==> src/hw/rtl/bcdt_pkg.sv <==
// bcdt_pkg: shared types, command and function codes, and helper functions
// for the BCD clock / timer / stopwatch. No dependencies.
package bcdt_pkg;

	localparam logic [2:0] MODE_TICK    = 3'd0;
	localparam logic [2:0] MODE_LOAD    = 3'd1;
	localparam logic [2:0] MODE_CLEAR   = 3'd2;
	localparam logic [2:0] MODE_RUN     = 3'd3;
	localparam logic [2:0] MODE_SILENCE = 3'd4;

	localparam logic [1:0] FN_CLOCK     = 2'd0;
	localparam logic [1:0] FN_STOPWATCH = 2'd1;
	localparam logic [1:0] FN_TIMER     = 2'd2;

	localparam int NumDigits = 6;
	localparam logic [16:0] SecsPerDay = 17'd86400;
	localparam logic [4:0] MaxHours = 5'd23;
	localparam logic [5:0] MaxMinSec = 6'd59;

	typedef logic [3:0] digit_t;
	typedef digit_t [NumDigits-1:0] digits_t;

	// order: sec ones, sec tens, min ones, min tens, hour ones, hour tens
	localparam digits_t DigitLimit = {4'd5, 4'd9, 4'd5, 4'd9, 4'd5, 4'd9};

	typedef struct packed {
		logic [2:0] mode;
		logic [4:0] load_hours;
		logic [5:0] load_minutes;
		logic [5:0] load_seconds;
		logic [4:0] now_hours;
		logic [5:0] now_minutes;
		logic [5:0] now_seconds;
	} cmd_t;

	typedef struct packed {
		logic [3:0] sec_ones;
		logic [2:0] sec_tens;
		logic [3:0] min_ones;
		logic [2:0] min_tens;
		logic [3:0] hour_ones;
		logic [2:0] hour_tens;
		logic       buzzer_on;
		logic       is_running;
	} disp_t;

	function automatic logic [4:0] sat_hours(input logic [4:0] v);
		return (v > MaxHours) ? MaxHours : v;
	endfunction

	function automatic logic [5:0] sat_min_sec(input logic [5:0] v);
		return (v > MaxMinSec) ? MaxMinSec : v;
	endfunction

	function automatic logic [16:0] to_secs(input logic [4:0] h, input logic [5:0] m,
			input logic [5:0] s);
		return 17'(17'(h) * 17'd3600) + 17'(17'(m) * 17'd60) + 17'(s);
	endfunction

	// 0..59 to {tens[2:0], ones[3:0]}
	function automatic logic [6:0] split_bcd(input logic [5:0] v);
		logic [2:0] tens;
		logic [5:0] base;
		if (v >= 6'd50) begin
			tens = 3'd5;
		end else if (v >= 6'd40) begin
			tens = 3'd4;
		end else if (v >= 6'd30) begin
			tens = 3'd3;
		end else if (v >= 6'd20) begin
			tens = 3'd2;
		end else if (v >= 6'd10) begin
			tens = 3'd1;
		end else begin
			tens = 3'd0;
		end
		base = 6'({tens, 3'b000}) + 6'({tens, 1'b0});
		return {tens, 4'(v - base)};
	endfunction

endpackage

==> src/hw/rtl/bcdt_if.sv <==
// Request and result channels of the BCD clock / timer / stopwatch.
// Depends on bcdt_pkg for the payload types.
interface bcdt_cmd_if;
	logic valid;
	logic ready;
	bcdt_pkg::cmd_t data;
	modport source(output valid, output data, input ready);
	modport sink(input valid, input data, output ready);
endinterface

interface bcdt_disp_if;
	logic valid;
	logic ready;
	bcdt_pkg::disp_t data;
	modport source(output valid, output data, input ready);
	modport sink(input valid, input data, output ready);
endinterface

==> src/hw/rtl/bcdt_engine.sv <==
// bcdt_engine: time digits, seconds count and flags, with the per-request
// next-state logic. Depends on bcdt_pkg.
module bcdt_engine (
	input  logic                clk,
	input  logic                arst_n,
	input  logic                en,
	input  logic [1:0]          fn,
	input  bcdt_pkg::cmd_t      cmd,
	output bcdt_pkg::disp_t     view
);

	bcdt_pkg::digits_t digits_q, digits_n, up_d, down_d, clk_d, load_d;
	logic [16:0] rem_q, rem_n, rem_dec, rem_clk, lt, nt, alarm_gap;
	logic armed_q, armed_n, run_q, run_n, buzz_q, buzz_n;
	logic up_wrap, hour_carry;
	logic [7:0] hours_val;
	logic [4:0] lh, nh;
	logic [5:0] lm, ls, nm, ns;
	logic [6:0] sec_bcd, min_bcd, hour_bcd;

	always_comb begin : up_chain
		logic c;
		c = 1'b1;
		up_d = digits_q;
		for (int i = 0; i < bcdt_pkg::NumDigits; i++) begin
			if (c) begin
				if (digits_q[i] >= bcdt_pkg::DigitLimit[i]) begin
					up_d[i] = '0;
				end else begin
					up_d[i] = digits_q[i] + 4'd1;
					c = 1'b0;
				end
			end
		end
		up_wrap = c;
	end

	always_comb begin : down_chain
		logic b;
		b = (digits_q != '0);
		down_d = digits_q;
		for (int i = 0; i < bcdt_pkg::NumDigits; i++) begin
			if (b) begin
				if (digits_q[i] == 4'd0) begin
					down_d[i] = bcdt_pkg::DigitLimit[i];
				end else begin
					down_d[i] = digits_q[i] - 4'd1;
					b = 1'b0;
				end
			end
		end
	end

	assign hour_carry = (digits_q[0] == 4'd9) && (digits_q[1] >= 4'd5) &&
		(digits_q[2] >= 4'd9) && (digits_q[3] >= 4'd5);
	assign hours_val = 8'({up_d[5], 3'b000}) + 8'({up_d[5], 1'b0}) + 8'(up_d[4]);

	always_comb begin
		clk_d = up_d;
		if (hour_carry && hours_val >= 8'd24) begin
			clk_d[4] = '0;
			clk_d[5] = '0;
		end
	end

	assign rem_dec = (rem_q == '0) ? bcdt_pkg::SecsPerDay - 17'd1 : rem_q - 17'd1;
	assign rem_clk = (rem_dec >= bcdt_pkg::SecsPerDay) ? rem_dec - bcdt_pkg::SecsPerDay
		: rem_dec;

	assign lh = bcdt_pkg::sat_hours(cmd.load_hours);
	assign lm = bcdt_pkg::sat_min_sec(cmd.load_minutes);
	assign ls = bcdt_pkg::sat_min_sec(cmd.load_seconds);
	assign nh = bcdt_pkg::sat_hours(cmd.now_hours);
	assign nm = bcdt_pkg::sat_min_sec(cmd.now_minutes);
	assign ns = bcdt_pkg::sat_min_sec(cmd.now_seconds);
	assign lt = bcdt_pkg::to_secs(lh, lm, ls);
	assign nt = bcdt_pkg::to_secs(nh, nm, ns);
	// modulo 2^17 is exact here, the true distance is below one day
	assign alarm_gap = (lt >= nt) ? lt - nt : lt + bcdt_pkg::SecsPerDay - nt;

	always_comb begin
		if (fn == bcdt_pkg::FN_CLOCK) begin
			sec_bcd  = bcdt_pkg::split_bcd(ns);
			min_bcd  = bcdt_pkg::split_bcd(nm);
			hour_bcd = bcdt_pkg::split_bcd({1'b0, nh});
		end else begin
			sec_bcd  = bcdt_pkg::split_bcd(ls);
			min_bcd  = bcdt_pkg::split_bcd(lm);
			hour_bcd = bcdt_pkg::split_bcd({1'b0, lh});
		end
		load_d[0] = sec_bcd[3:0];
		load_d[1] = {1'b0, sec_bcd[6:4]};
		load_d[2] = min_bcd[3:0];
		load_d[3] = {1'b0, min_bcd[6:4]};
		load_d[4] = hour_bcd[3:0];
		load_d[5] = {1'b0, hour_bcd[6:4]};
	end

	always_comb begin
		digits_n = digits_q;
		rem_n    = rem_q;
		armed_n  = armed_q;
		run_n    = run_q;
		buzz_n   = buzz_q;
		case (cmd.mode)
			bcdt_pkg::MODE_TICK: begin
				if (run_q) begin
					case (fn)
						bcdt_pkg::FN_STOPWATCH: begin
							digits_n = up_d;
							if (up_wrap) begin
								run_n = 1'b0;
							end
						end
						bcdt_pkg::FN_TIMER: begin
							if (rem_q == '0) begin
								buzz_n = ~buzz_q;
							end else begin
								digits_n = down_d;
								rem_n = rem_q - 17'd1;
							end
						end
						bcdt_pkg::FN_CLOCK: begin
							digits_n = clk_d;
							rem_n = rem_clk;
							if (armed_q && rem_clk == '0) begin
								buzz_n = 1'b1;
							end
						end
						default: ;
					endcase
				end
			end
			bcdt_pkg::MODE_LOAD: begin
				case (fn)
					bcdt_pkg::FN_CLOCK: begin
						digits_n = load_d;
						rem_n    = alarm_gap;
						armed_n  = 1'b1;
						run_n    = 1'b1;
						buzz_n   = (alarm_gap == '0);
					end
					bcdt_pkg::FN_STOPWATCH: begin
						digits_n = '0;
						rem_n    = '0;
						armed_n  = 1'b0;
						run_n    = 1'b1;
						buzz_n   = 1'b0;
					end
					bcdt_pkg::FN_TIMER: begin
						digits_n = load_d;
						rem_n    = lt;
						armed_n  = 1'b0;
						run_n    = 1'b1;
						buzz_n   = 1'b0;
					end
					default: ;
				endcase
			end
			bcdt_pkg::MODE_CLEAR: begin
				digits_n = '0;
				rem_n    = '0;
				armed_n  = 1'b0;
				run_n    = 1'b0;
				buzz_n   = 1'b0;
			end
			bcdt_pkg::MODE_RUN: begin
				run_n = ~run_q;
				if (fn == bcdt_pkg::FN_TIMER) begin
					buzz_n = 1'b0;
				end
			end
			bcdt_pkg::MODE_SILENCE: begin
				buzz_n = 1'b0;
			end
			default: ;
		endcase
	end

	always_ff @(posedge clk or negedge arst_n) begin
		if (!arst_n) begin
			digits_q <= '0;
			rem_q    <= '0;
			armed_q  <= 1'b0;
			run_q    <= 1'b0;
			buzz_q   <= 1'b0;
		end else if (en) begin
			digits_q <= digits_n;
			rem_q    <= rem_n;
			armed_q  <= armed_n;
			run_q    <= run_n;
			buzz_q   <= buzz_n;
		end
	end

	assign view.sec_ones   = digits_n[0];
	assign view.sec_tens   = digits_n[1][2:0];
	assign view.min_ones   = digits_n[2];
	assign view.min_tens   = digits_n[3][2:0];
	assign view.hour_ones  = digits_n[4];
	assign view.hour_tens  = digits_n[5][2:0];
	assign view.buzzer_on  = buzz_n;
	assign view.is_running = run_n;

endmodule

==> src/hw/rtl/bcd_clock_timer_stopwatch.sv <==
// BCD clock with alarm, countdown timer and stopwatch.
// Result path: the request is captured in the input register, then the result
// register is written as the state updates; a stalled result holds it.
// Throughput: one request per cycle unless stalled; single-pass state update.
// Reset (arst_n low) clears time, seconds count, flags and function select.
// Depends on bcdt_pkg, bcdt_if and bcdt_engine.
module bcd_clock_timer_stopwatch (
	input  logic               clk,
	input  logic               arst_n,
	bcdt_cmd_if.sink           cmd,
	bcdt_disp_if.source        disp,
	input  logic               wr_en,
	input  logic [1:0]         wr_data
);

	logic [1:0] fn_q;
	bcdt_pkg::cmd_t cmd_s1;
	logic vld_s1, vld_s2, advance;
	bcdt_pkg::disp_t view, res_s2;

	assign advance   = vld_s1 && (!vld_s2 || disp.ready);
	assign cmd.ready = !vld_s1 || advance;

	always_ff @(posedge clk or negedge arst_n) begin
		if (!arst_n) begin
			fn_q <= bcdt_pkg::FN_CLOCK;
		end else if (wr_en) begin
			fn_q <= wr_data;
		end
	end

	always_ff @(posedge clk or negedge arst_n) begin
		if (!arst_n) begin
			vld_s1 <= 1'b0;
		end else if (cmd.ready) begin
			vld_s1 <= cmd.valid;
		end
	end

	always_ff @(posedge clk) begin
		if (cmd.ready && cmd.valid) begin
			cmd_s1 <= cmd.data;
		end
	end

	bcdt_engine u_engine (
		.clk    (clk),
		.arst_n (arst_n),
		.en     (advance),
		.fn     (fn_q),
		.cmd    (cmd_s1),
		.view   (view)
	);

	always_ff @(posedge clk or negedge arst_n) begin
		if (!arst_n) begin
			vld_s2 <= 1'b0;
		end else if (advance) begin
			vld_s2 <= 1'b1;
		end else if (disp.ready) begin
			vld_s2 <= 1'b0;
		end
	end

	always_ff @(posedge clk) begin
		if (advance) begin
			res_s2 <= view;
		end
	end

	assign disp.valid = vld_s2;
	assign disp.data  = res_s2;

endmodule
==> src/flat_wrapper.sv <==
// flat-port wrapper written by rule: the top's interface ports become plain ports
module bcd_clock_timer_stopwatch_flat 
  (clk, arst_n, wr_en, wr_data, cmd_valid, cmd_data, cmd_ready, disp_valid, disp_data, disp_ready);
  bcdt_cmd_if cmd_i ();
  bcdt_disp_if disp_i ();
  input  logic clk;
  input  logic arst_n;
  input  logic wr_en;
  input  logic [1:0] wr_data;
  input wire logic [$bits(cmd_i.valid)-1:0] cmd_valid;
  input wire logic [$bits(cmd_i.data)-1:0] cmd_data;
  output wire logic [$bits(cmd_i.ready)-1:0] cmd_ready;
  output wire logic [$bits(disp_i.valid)-1:0] disp_valid;
  output wire logic [$bits(disp_i.data)-1:0] disp_data;
  input wire logic [$bits(disp_i.ready)-1:0] disp_ready;
  assign cmd_i.valid = cmd_valid;
  assign cmd_i.data = cmd_data;
  assign cmd_ready = cmd_i.ready;
  assign disp_valid = disp_i.valid;
  assign disp_data = disp_i.data;
  assign disp_i.ready = disp_ready;
  bcd_clock_timer_stopwatch u_core (.clk(clk), .arst_n(arst_n), .cmd(cmd_i), .disp(disp_i), .wr_en(wr_en), .wr_data(wr_data));
endmodule
==> config.mk <==
export PLATFORM = sky130hd
export DESIGN_NAME = bcd_clock_timer_stopwatch_flat
export DESIGN_NICKNAME = d
export VERILOG_FILES = /design/src/hw/rtl/bcdt_pkg.sv /design/src/hw/rtl/bcdt_if.sv /design/src/hw/rtl/bcdt_engine.sv /design/src/hw/rtl/bcd_clock_timer_stopwatch.sv /design/src/flat_wrapper.sv
export SDC_FILE = /design/constraint.sdc
export NUM_CORES = 1
export LEC_CHECK = 0
export BUFFER_PORTS_ARGS = -buffer_cell sky130_fd_sc_hd__clkbuf_2
export CAP_MARGIN = 30
export CORE_AREA = 2 2 146 162
export CTS_BUF_LIST = sky130_fd_sc_hd__clkbuf_4 sky130_fd_sc_hd__clkbuf_8 sky130_fd_sc_hd__clkbuf_16
export DETAILED_ROUTE_END_ITERATION = 10
export DIE_AREA = 0 0 148 164
export PLACE_DENSITY = 0.82
export SLEW_MARGIN = 20
export SYNTH_ARGS = -nofsm -noshare
export SYNTH_HDL_FRONTEND = slang
export SYNTH_SLANG_ARGS = --single-unit
==> constraint.sdc <==
create_clock -name clk -period 10.7 [get_ports clk]
set_clock_uncertainty 0.1 [all_clocks]
set_input_delay 0.535 -clock clk [delete_from_list [all_inputs] [get_ports clk]]
set_output_delay 0.535 -clock clk [all_outputs]
set_load 0.005 [all_outputs]
* After elaboration in Yosys (flattened, before gate mapping) *
Index checks and enable logic that the tools add are counted.

word-level totals
  bits in registers = 108
  input bits = 44
  output and inout port bits = 25
  logic and storage cells = 288

operators by class
  add/sub/neg operators = 35
  multiply operators = 4
  magnitude comparators = 45
  equality and inequality tests = 17
  muxes and demuxes = 119
  bitwise logic cells = 2
  reductions and logical operators = 35

operators by type and width
  kind                                                                                 count
  24-bit case mux with 3 select lines                                                  2
  17-bit case mux with 3 select lines                                                  2
  4-bit two-way mux                                                                    23
  17-bit two-way mux                                                                   5
  3-bit two-way mux                                                                    18
  17-bit zero test                                                                     3
  6-bit by 5-bit greater-or-equal comparator with 1-bit output, second input constant  8
  6-bit greater-or-equal comparator, second input constant                             8
  24-bit two-way mux                                                                   2
  24-bit case mux with 2 select lines                                                  1
  1-bit two-way mux                                                                    37
  17-bit by 12-bit adder with 17-bit output                                            2
  17-bit by 6-bit adder with 17-bit output                                             2
  17-bit case mux with 2 select lines                                                  1
  17-bit subtractor                                                                    2
  5-bit by 8-bit multiplier with 13-bit output, second input constant                  2
  4-bit by 1-bit adder with 4-bit output, second input constant                        6
  4-bit adder                                                                          6
  5-bit by 6-bit greater-or-equal comparator with 1-bit output, second input constant  4
  6-bit by 4-bit greater-or-equal comparator with 1-bit output, second input constant  4
  6-bit > comparator, second input constant                                            4
  4-bit zero test                                                                      6
  2-bit two-way mux                                                                    12
  6-bit two-way mux                                                                    4
  other kinds (44)                                                                     93

* Logic depth before layout (Yosys ltp) *
  depth in word-level cells = 15
  depth in mapped cells = 38
  depth with buffers taken out = 36

* Cells and area by module *
From an unflattened synthesis, not the netlist that was laid out.

unflattened totals
  cells, all modules = 1778
  area, all modules = 14585.2 µm²

by module, submodules not included
  module                     instances  cells an instance  area an instance (µm²)  sequential area each (µm²)
  bcdt_engine                1          1706               12607.1                 1101.1
  bcd_clock_timer_stopwatch  1          72                 1978.1                  1901.8

* Least setup slack after synthesis *
Ideal clock, no wire load.

  path kind = register to register
  start point = reg u_core.cmd_s1[11] (netlist name)
  end point = reg u_core.res_s2 (netlist bit u_core.disp.data[1]) (data pin)
  library setup time = 254 ps
  arrival time = 7571 ps
  setup slack = 2775 ps
  stages on the path, launching flop included = 36
  buffers on the path = 3
  period minus slack after synthesis = 7925 ps
  path through = edfxtp_1 > ha_1 > clkbuf_1 > nand3_1 > nand2b_1 > inv_1 > ha_1 > inv_1 > ha_1 > fa_1 > inv_1 > fa_1 > fa_1 > inv_1 > ha_1 > nor2b_1 > o21ai_0 > a21boi_0 > o21ai_0 > nand2b_1 > a21o_1 > a21o_1 > xor2_1 > inv_1 > ha_1 > nand2_1 > nor3_1 > nand3_1 > a311oi_1 > or2_2 > clkbuf_1 > clkbuf_1 > o21ai_0 > and2_1 > and2_1 > a21bo_1

on the way
  cells in the longest elaborated chain, start to end = 10

RTL lines
  what                                                                     RTL line                         RTL
  start: declaration                                                       bcd_clock_timer_stopwatch.sv:17  bcdt_pkg::cmd_t cmd_s1;
  start signal: assignment                                                 bcd_clock_timer_stopwatch.sv:42  cmd_s1 <= cmd.data;
  6-bit > comparator                                                       bcdt_pkg.sv:52                   return (v > MaxMinSec) ? MaxMinSec : v;
  6-bit two-way mux *                                                      bcdt_pkg.sv:52
  6-bit by 4-bit multiplier with 10-bit output *                           bcdt_pkg.sv:57                   return 17'(17'(h) * 17'd3600) + 17'(17'(m) * 17'd60) + 17'(s);
  17-bit by 12-bit adder with 17-bit output *                              bcdt_pkg.sv:57
  17-bit by 6-bit adder with 17-bit output *                               bcdt_pkg.sv:57
  17-bit subtractor or 17-bit greater-or-equal comparator (tied branches)  bcdt_engine.sv:79                assign alarm_gap = (lt >= nt) ? lt - nt : lt + bcdt_pkg::SecsPerDay - nt;
  17-bit two-way mux *                                                     bcdt_engine.sv:79
  17-bit zero test *                                                       bcdt_engine.sv:141               buzz_n = (alarm_gap == '0);
  1-bit case mux with 2 select lines *                                     bcdt_engine.sv:135               case (fn)
  1-bit case mux with 4 select lines *                                     bcdt_engine.sv:105               case (cmd.mode)
  net u_core.u_engine.buzz_n                                               bcdt_engine.sv:14                logic armed_q, armed_n, run_q, run_n, buzz_q, buzz_n;
  end signal: assignment                                                   bcd_clock_timer_stopwatch.sv:67  res_s2 <= view;
  end: declaration                                                         bcd_clock_timer_stopwatch.sv:19  bcdt_pkg::disp_t view, res_s2;

The timed path passes the listed nets; every way through them passes the cells marked *.
A chain may end at the register's enable or synchronous reset.

* Worst setup path after layout *
  start point = reg u_core.cmd_s1[28] (netlist name)
  end point = reg u_core.res_s2 (netlist bit u_core.disp.data[1]) (data pin)

on the way
  cells in the longest elaborated chain, start to end = 11

RTL lines
  what                                            RTL line
  6-bit > comparator                              bcdt_pkg.sv:52
  6-bit two-way mux *                             bcdt_pkg.sv:52
  6-bit by 4-bit multiplier with 10-bit output *  bcdt_pkg.sv:57
  17-bit by 12-bit adder with 17-bit output *     bcdt_pkg.sv:57
  17-bit by 6-bit adder with 17-bit output *      bcdt_pkg.sv:57
  17-bit adder                                    bcdt_engine.sv:79
  17-bit subtractor                               bcdt_engine.sv:79
  17-bit two-way mux *                            bcdt_engine.sv:79
  17-bit zero test *                              bcdt_engine.sv:141
  1-bit case mux with 2 select lines *            bcdt_engine.sv:135
  1-bit case mux with 4 select lines *            bcdt_engine.sv:105
  net u_core.u_engine.buzz_n                      bcdt_engine.sv:14

Marks and branches as above.

==> reports/results.txt <==
Dividing the detail-routed wire length by the instance count gives 19.3 um. Clock root buffer: clkbuf_16. Dividing the synthesized area by the synthesized cell count gives 7.98 um^2. The tools report the initial core utilization as 0.631. Across the run, the number of max-cap violations was 0.

The total wire length was 40.5 mm; the fraction of layout instances using a drive strength above 1 was 0.0809. The area added between synthesis and finish is 5.62%. The data arrival time at the worst-slack endpoint was 9.12 ns. TritonCTS built the clock tree.

Counting instances in the post-synthesis netlist gives the leading cell types as ha_1 (196), inv_1 (173), nand2_1 (156), nor2_1 (127), o21ai_0 (127). Summed over all instances, the cell type with the most area after synthesis is ha_1. In the synthesized netlist the dominant register cell turns out to be edfxtp_1.

During placement, the flow inserted port buffers numbering 68. The die covers 24300 um^2. The count of nets left with antenna violations once routing finished came out at 0.

The critical path in this run is classified as register to register. The run gives 0 as the synthesis warning total. The vertical die dimension was 164 um; the shortest clock period the worst path allows after layout was 8.98 ns.

The cell count after synthesis came out at 1789. Setup repair after global routing left no endpoint under its margin. The proportion of register bits with asynchronous set or reset after synthesis is 0.444, and the DRC violation count after routing is 0.

The overall routing resource usage is 0.332, and the area used by sequential logic in the layout is 3000 um^2. Proportion of synthesized chip area in sequential cells: 0.210. The run gives 0 as the count of pins over their slew limit. STA classifies the critical path startpoint as a register. The run finished with clean final reports. In this run, synthesis produced a sequential element count of 108. The share of the cycle needed by the critical path after routing came out at 0.839. In this run the worst path has a maximum fanout of 18. After routing, the total negative slack on setup checks comes to 0 ns. The relative max-transition margin came out at 0.359.

The tools report the multi-input logic area as 10300 um^2. Number of hold buffers added after CTS: 0. The run gives 12800 as the via count of the first global-routing pass. In this run the post-CTS setup repair buffer count came out at 0. The first detailed-routing pass took 6 iterations.

The total overflow reported by the global router was 0; the number of DRC markers after the initial detailed-route iteration was 1456. The core region is 22600 um^2. The largest single stage delay on the critical path is 0.64 ns. The count of different cell masters after synthesis is 82, and the clock transition time at the flip-flop clock pins of the worst setup and hold paths is 0.08 ns. The number of placement rows is 58. For flop-to-flop paths, the worst setup slack is 1.72 ns.

Setup violations remaining at the end of the flow were counted as 0. The most frequent cell after synthesis is ha_1. Counting the fill cells in the layout gives 1955.

The cell with the biggest individual delay on the critical path is a311oi_1. At the pin with the least slew margin, the transition time is 0.962 ns. The path class of the tightest hold or removal check is input port to asynchronous set/reset pin.

The logs give 111 MHz for the maximum clock frequency and 2059 for the post-synthesis net count. The number of clock buffers added by TritonCTS is 9. The clock net in this run drives a total of 108 sinks. The routed via count was 13600. For the number of hold-slack violations in the final timing report, the log shows 0.

At the worst endpoint, the required time is 10.84 ns. Entering global routing, the biggest net connects 54 pins. For the number of antenna violations at the first check in global routing, the log shows 0. For the half-perimeter wire length of the detailed placement result, the log shows 31.7 mm. The repair_antennas step left the layout with diodes totalling 0. The number of top-level pins is 69, and the number of buffers between clock root and the deepest sink is 2. The final layout net count is 2069. Insertion delay to the later sink of the worst-skew pair: 0.38 ns. The first global-routing pass estimated 64.7 mm of wire. Sorting the synthesized cells by area gives the leading types as ha_1 (17%), edfxtp_1 (13%), dfrtp_1 (8.4%). Dividing the detail-routed via count by the number of cells gives 6.46. The clock tree synthesis step divided the H-tree into 3 levels.

The synthesized design contains 60 enable-type register cells. The share of the synthesized area in the top cell type is 0.172, and the width of the die is 148 um. The cell area that synthesis handed to floorplanning was 14300 um^2. STA classifies the critical path endpoint as a register. Post-CTS repair changed the size of 0 cells.

Routability-driven placement finished with a final weighted congestion of 0.967.
-- through the flow --
stage / utilization / cells / worst slack [ns] / area, um^2 / hold slack (ns)
final: 0.666 / 2104 / 1.72 / 15100 / 0.171
after detailed placement: 0.652 / 2086 / 1.91 / 14800 / 0.396
after global placement: 0.652 / 2086 / 2.33 / 14800 / 0.367
after floorplan: - / 1789 / 2.77 / 14300 / 0.139
after CTS: 0.665 / 2102 / 1.83 / 15100 / 0.230
after global routing: 0.666 / 2104 / 1.06 / 15100 / 0.232
-- state kept, by name, summed over array words and instances, names as in the netlist --
name and flops:
u_core.fn_q 2, u_core.cmd_s1 37, u_core.u_engine.digits_q 24, u_core.vld_s1 1
u_core.disp.valid 1, u_core.u_engine.buzz_q 1, u_core.disp.data 23, u_core.u_engine.armed_q 1
u_core.u_engine.rem_q 17, u_core.u_engine.run_q 1
-- worst max-delay path: cells and delay by family (launching register included) --
family	cells	cell delay [ns]
buffers and inverters	5	0.39
DFF	1	0.50
and+or+nand+nor	10	2.09
AOI/OAI and AO/OA	6	1.92
adders and majority gates	8	3.02
muxes	1	0.39
xor gates and xnor gates	1	0.41
-- per-layer routing --
metal  share of wire  wire length [um]  vias up  global-route usage
li1                -                 -     6457                   -
met1            0.41             16600     6470               0.419
met2            0.48             19600      567               0.571
met3           0.064              2600      104              0.0397
met4           0.043              1720        0               0.150
met5               0                 0        -                   0
-- area by class of cell --
type	instances	share of cell area
multi-input combinational	1421	0.682
tap	300	0.0249
clock inverter	5	0.00299
clock buffer	11	0.0163
sequential	108	0.199
inverter	174	0.0433
timing repair buffer	85	0.0315
-- kinds of logic after synthesis --
group / share of synthesized area
xor+xnor: 0.0638
flops: 0.210
simple gates: 0.186
buf+inv: 0.0696
mux: 0.0149
fa+ha+maj: 0.214
compound gates: 0.242
-- layout by cell type (no fill, tap or decap), types with 14 or more instances in the layout --
| master | instances |
|---|---|
| buf_4 | 16 |
| xor2_1 | 41 |
| o21a_1 | 15 |
| nand2b_1 | 33 |
| nor4_1 | 14 |
| o21ai_0 | 127 |
| ha_1 | 196 |
| nand3_1 | 41 |
| nor3_1 | 41 |
| nor2b_1 | 26 |
| a31oi_1 | 23 |
| a22oi_1 | 18 |
| a21o_1 | 25 |
| a21oi_1 | 126 |
| o31ai_1 | 20 |
| dfrtp_1 | 48 |
| nand2_1 | 156 |
| clkbuf_2 | 68 |
| or3_1 | 14 |
| nor2_1 | 127 |
| nand4_1 | 22 |
| fa_1 | 30 |
| xnor2_1 | 63 |
| o22ai_1 | 18 |
| edfxtp_1 | 60 |
| inv_1 | 172 |
-- path summary, 6_finish.rpt --
| path | start | endpoint | depth (start not counted) |
|---|---|---|---|
| setup / recovery | u_core.cmd_s1[28] | u_core.disp.data[1] | 31 |
| hold / removal | arst_n | u_core.u_engine.rem_q[14] | 2 |
| setup reg to reg | u_core.cmd_s1[28] | u_core.disp.data[1] | 31 |
| hold reg to reg | u_core.vld_s1 | u_core.disp.valid | 1 |
| max in group asynchronous | arst_n | u_core.u_engine.digits_q[19] | 2 |
| min in group clk | cmd_data[1] | u_core.cmd_s1[1] | 1 |
Power is left out: the tool's default activity adds up to more than one toggle a clock period on the data nets, which glitch-free logic cannot reach.
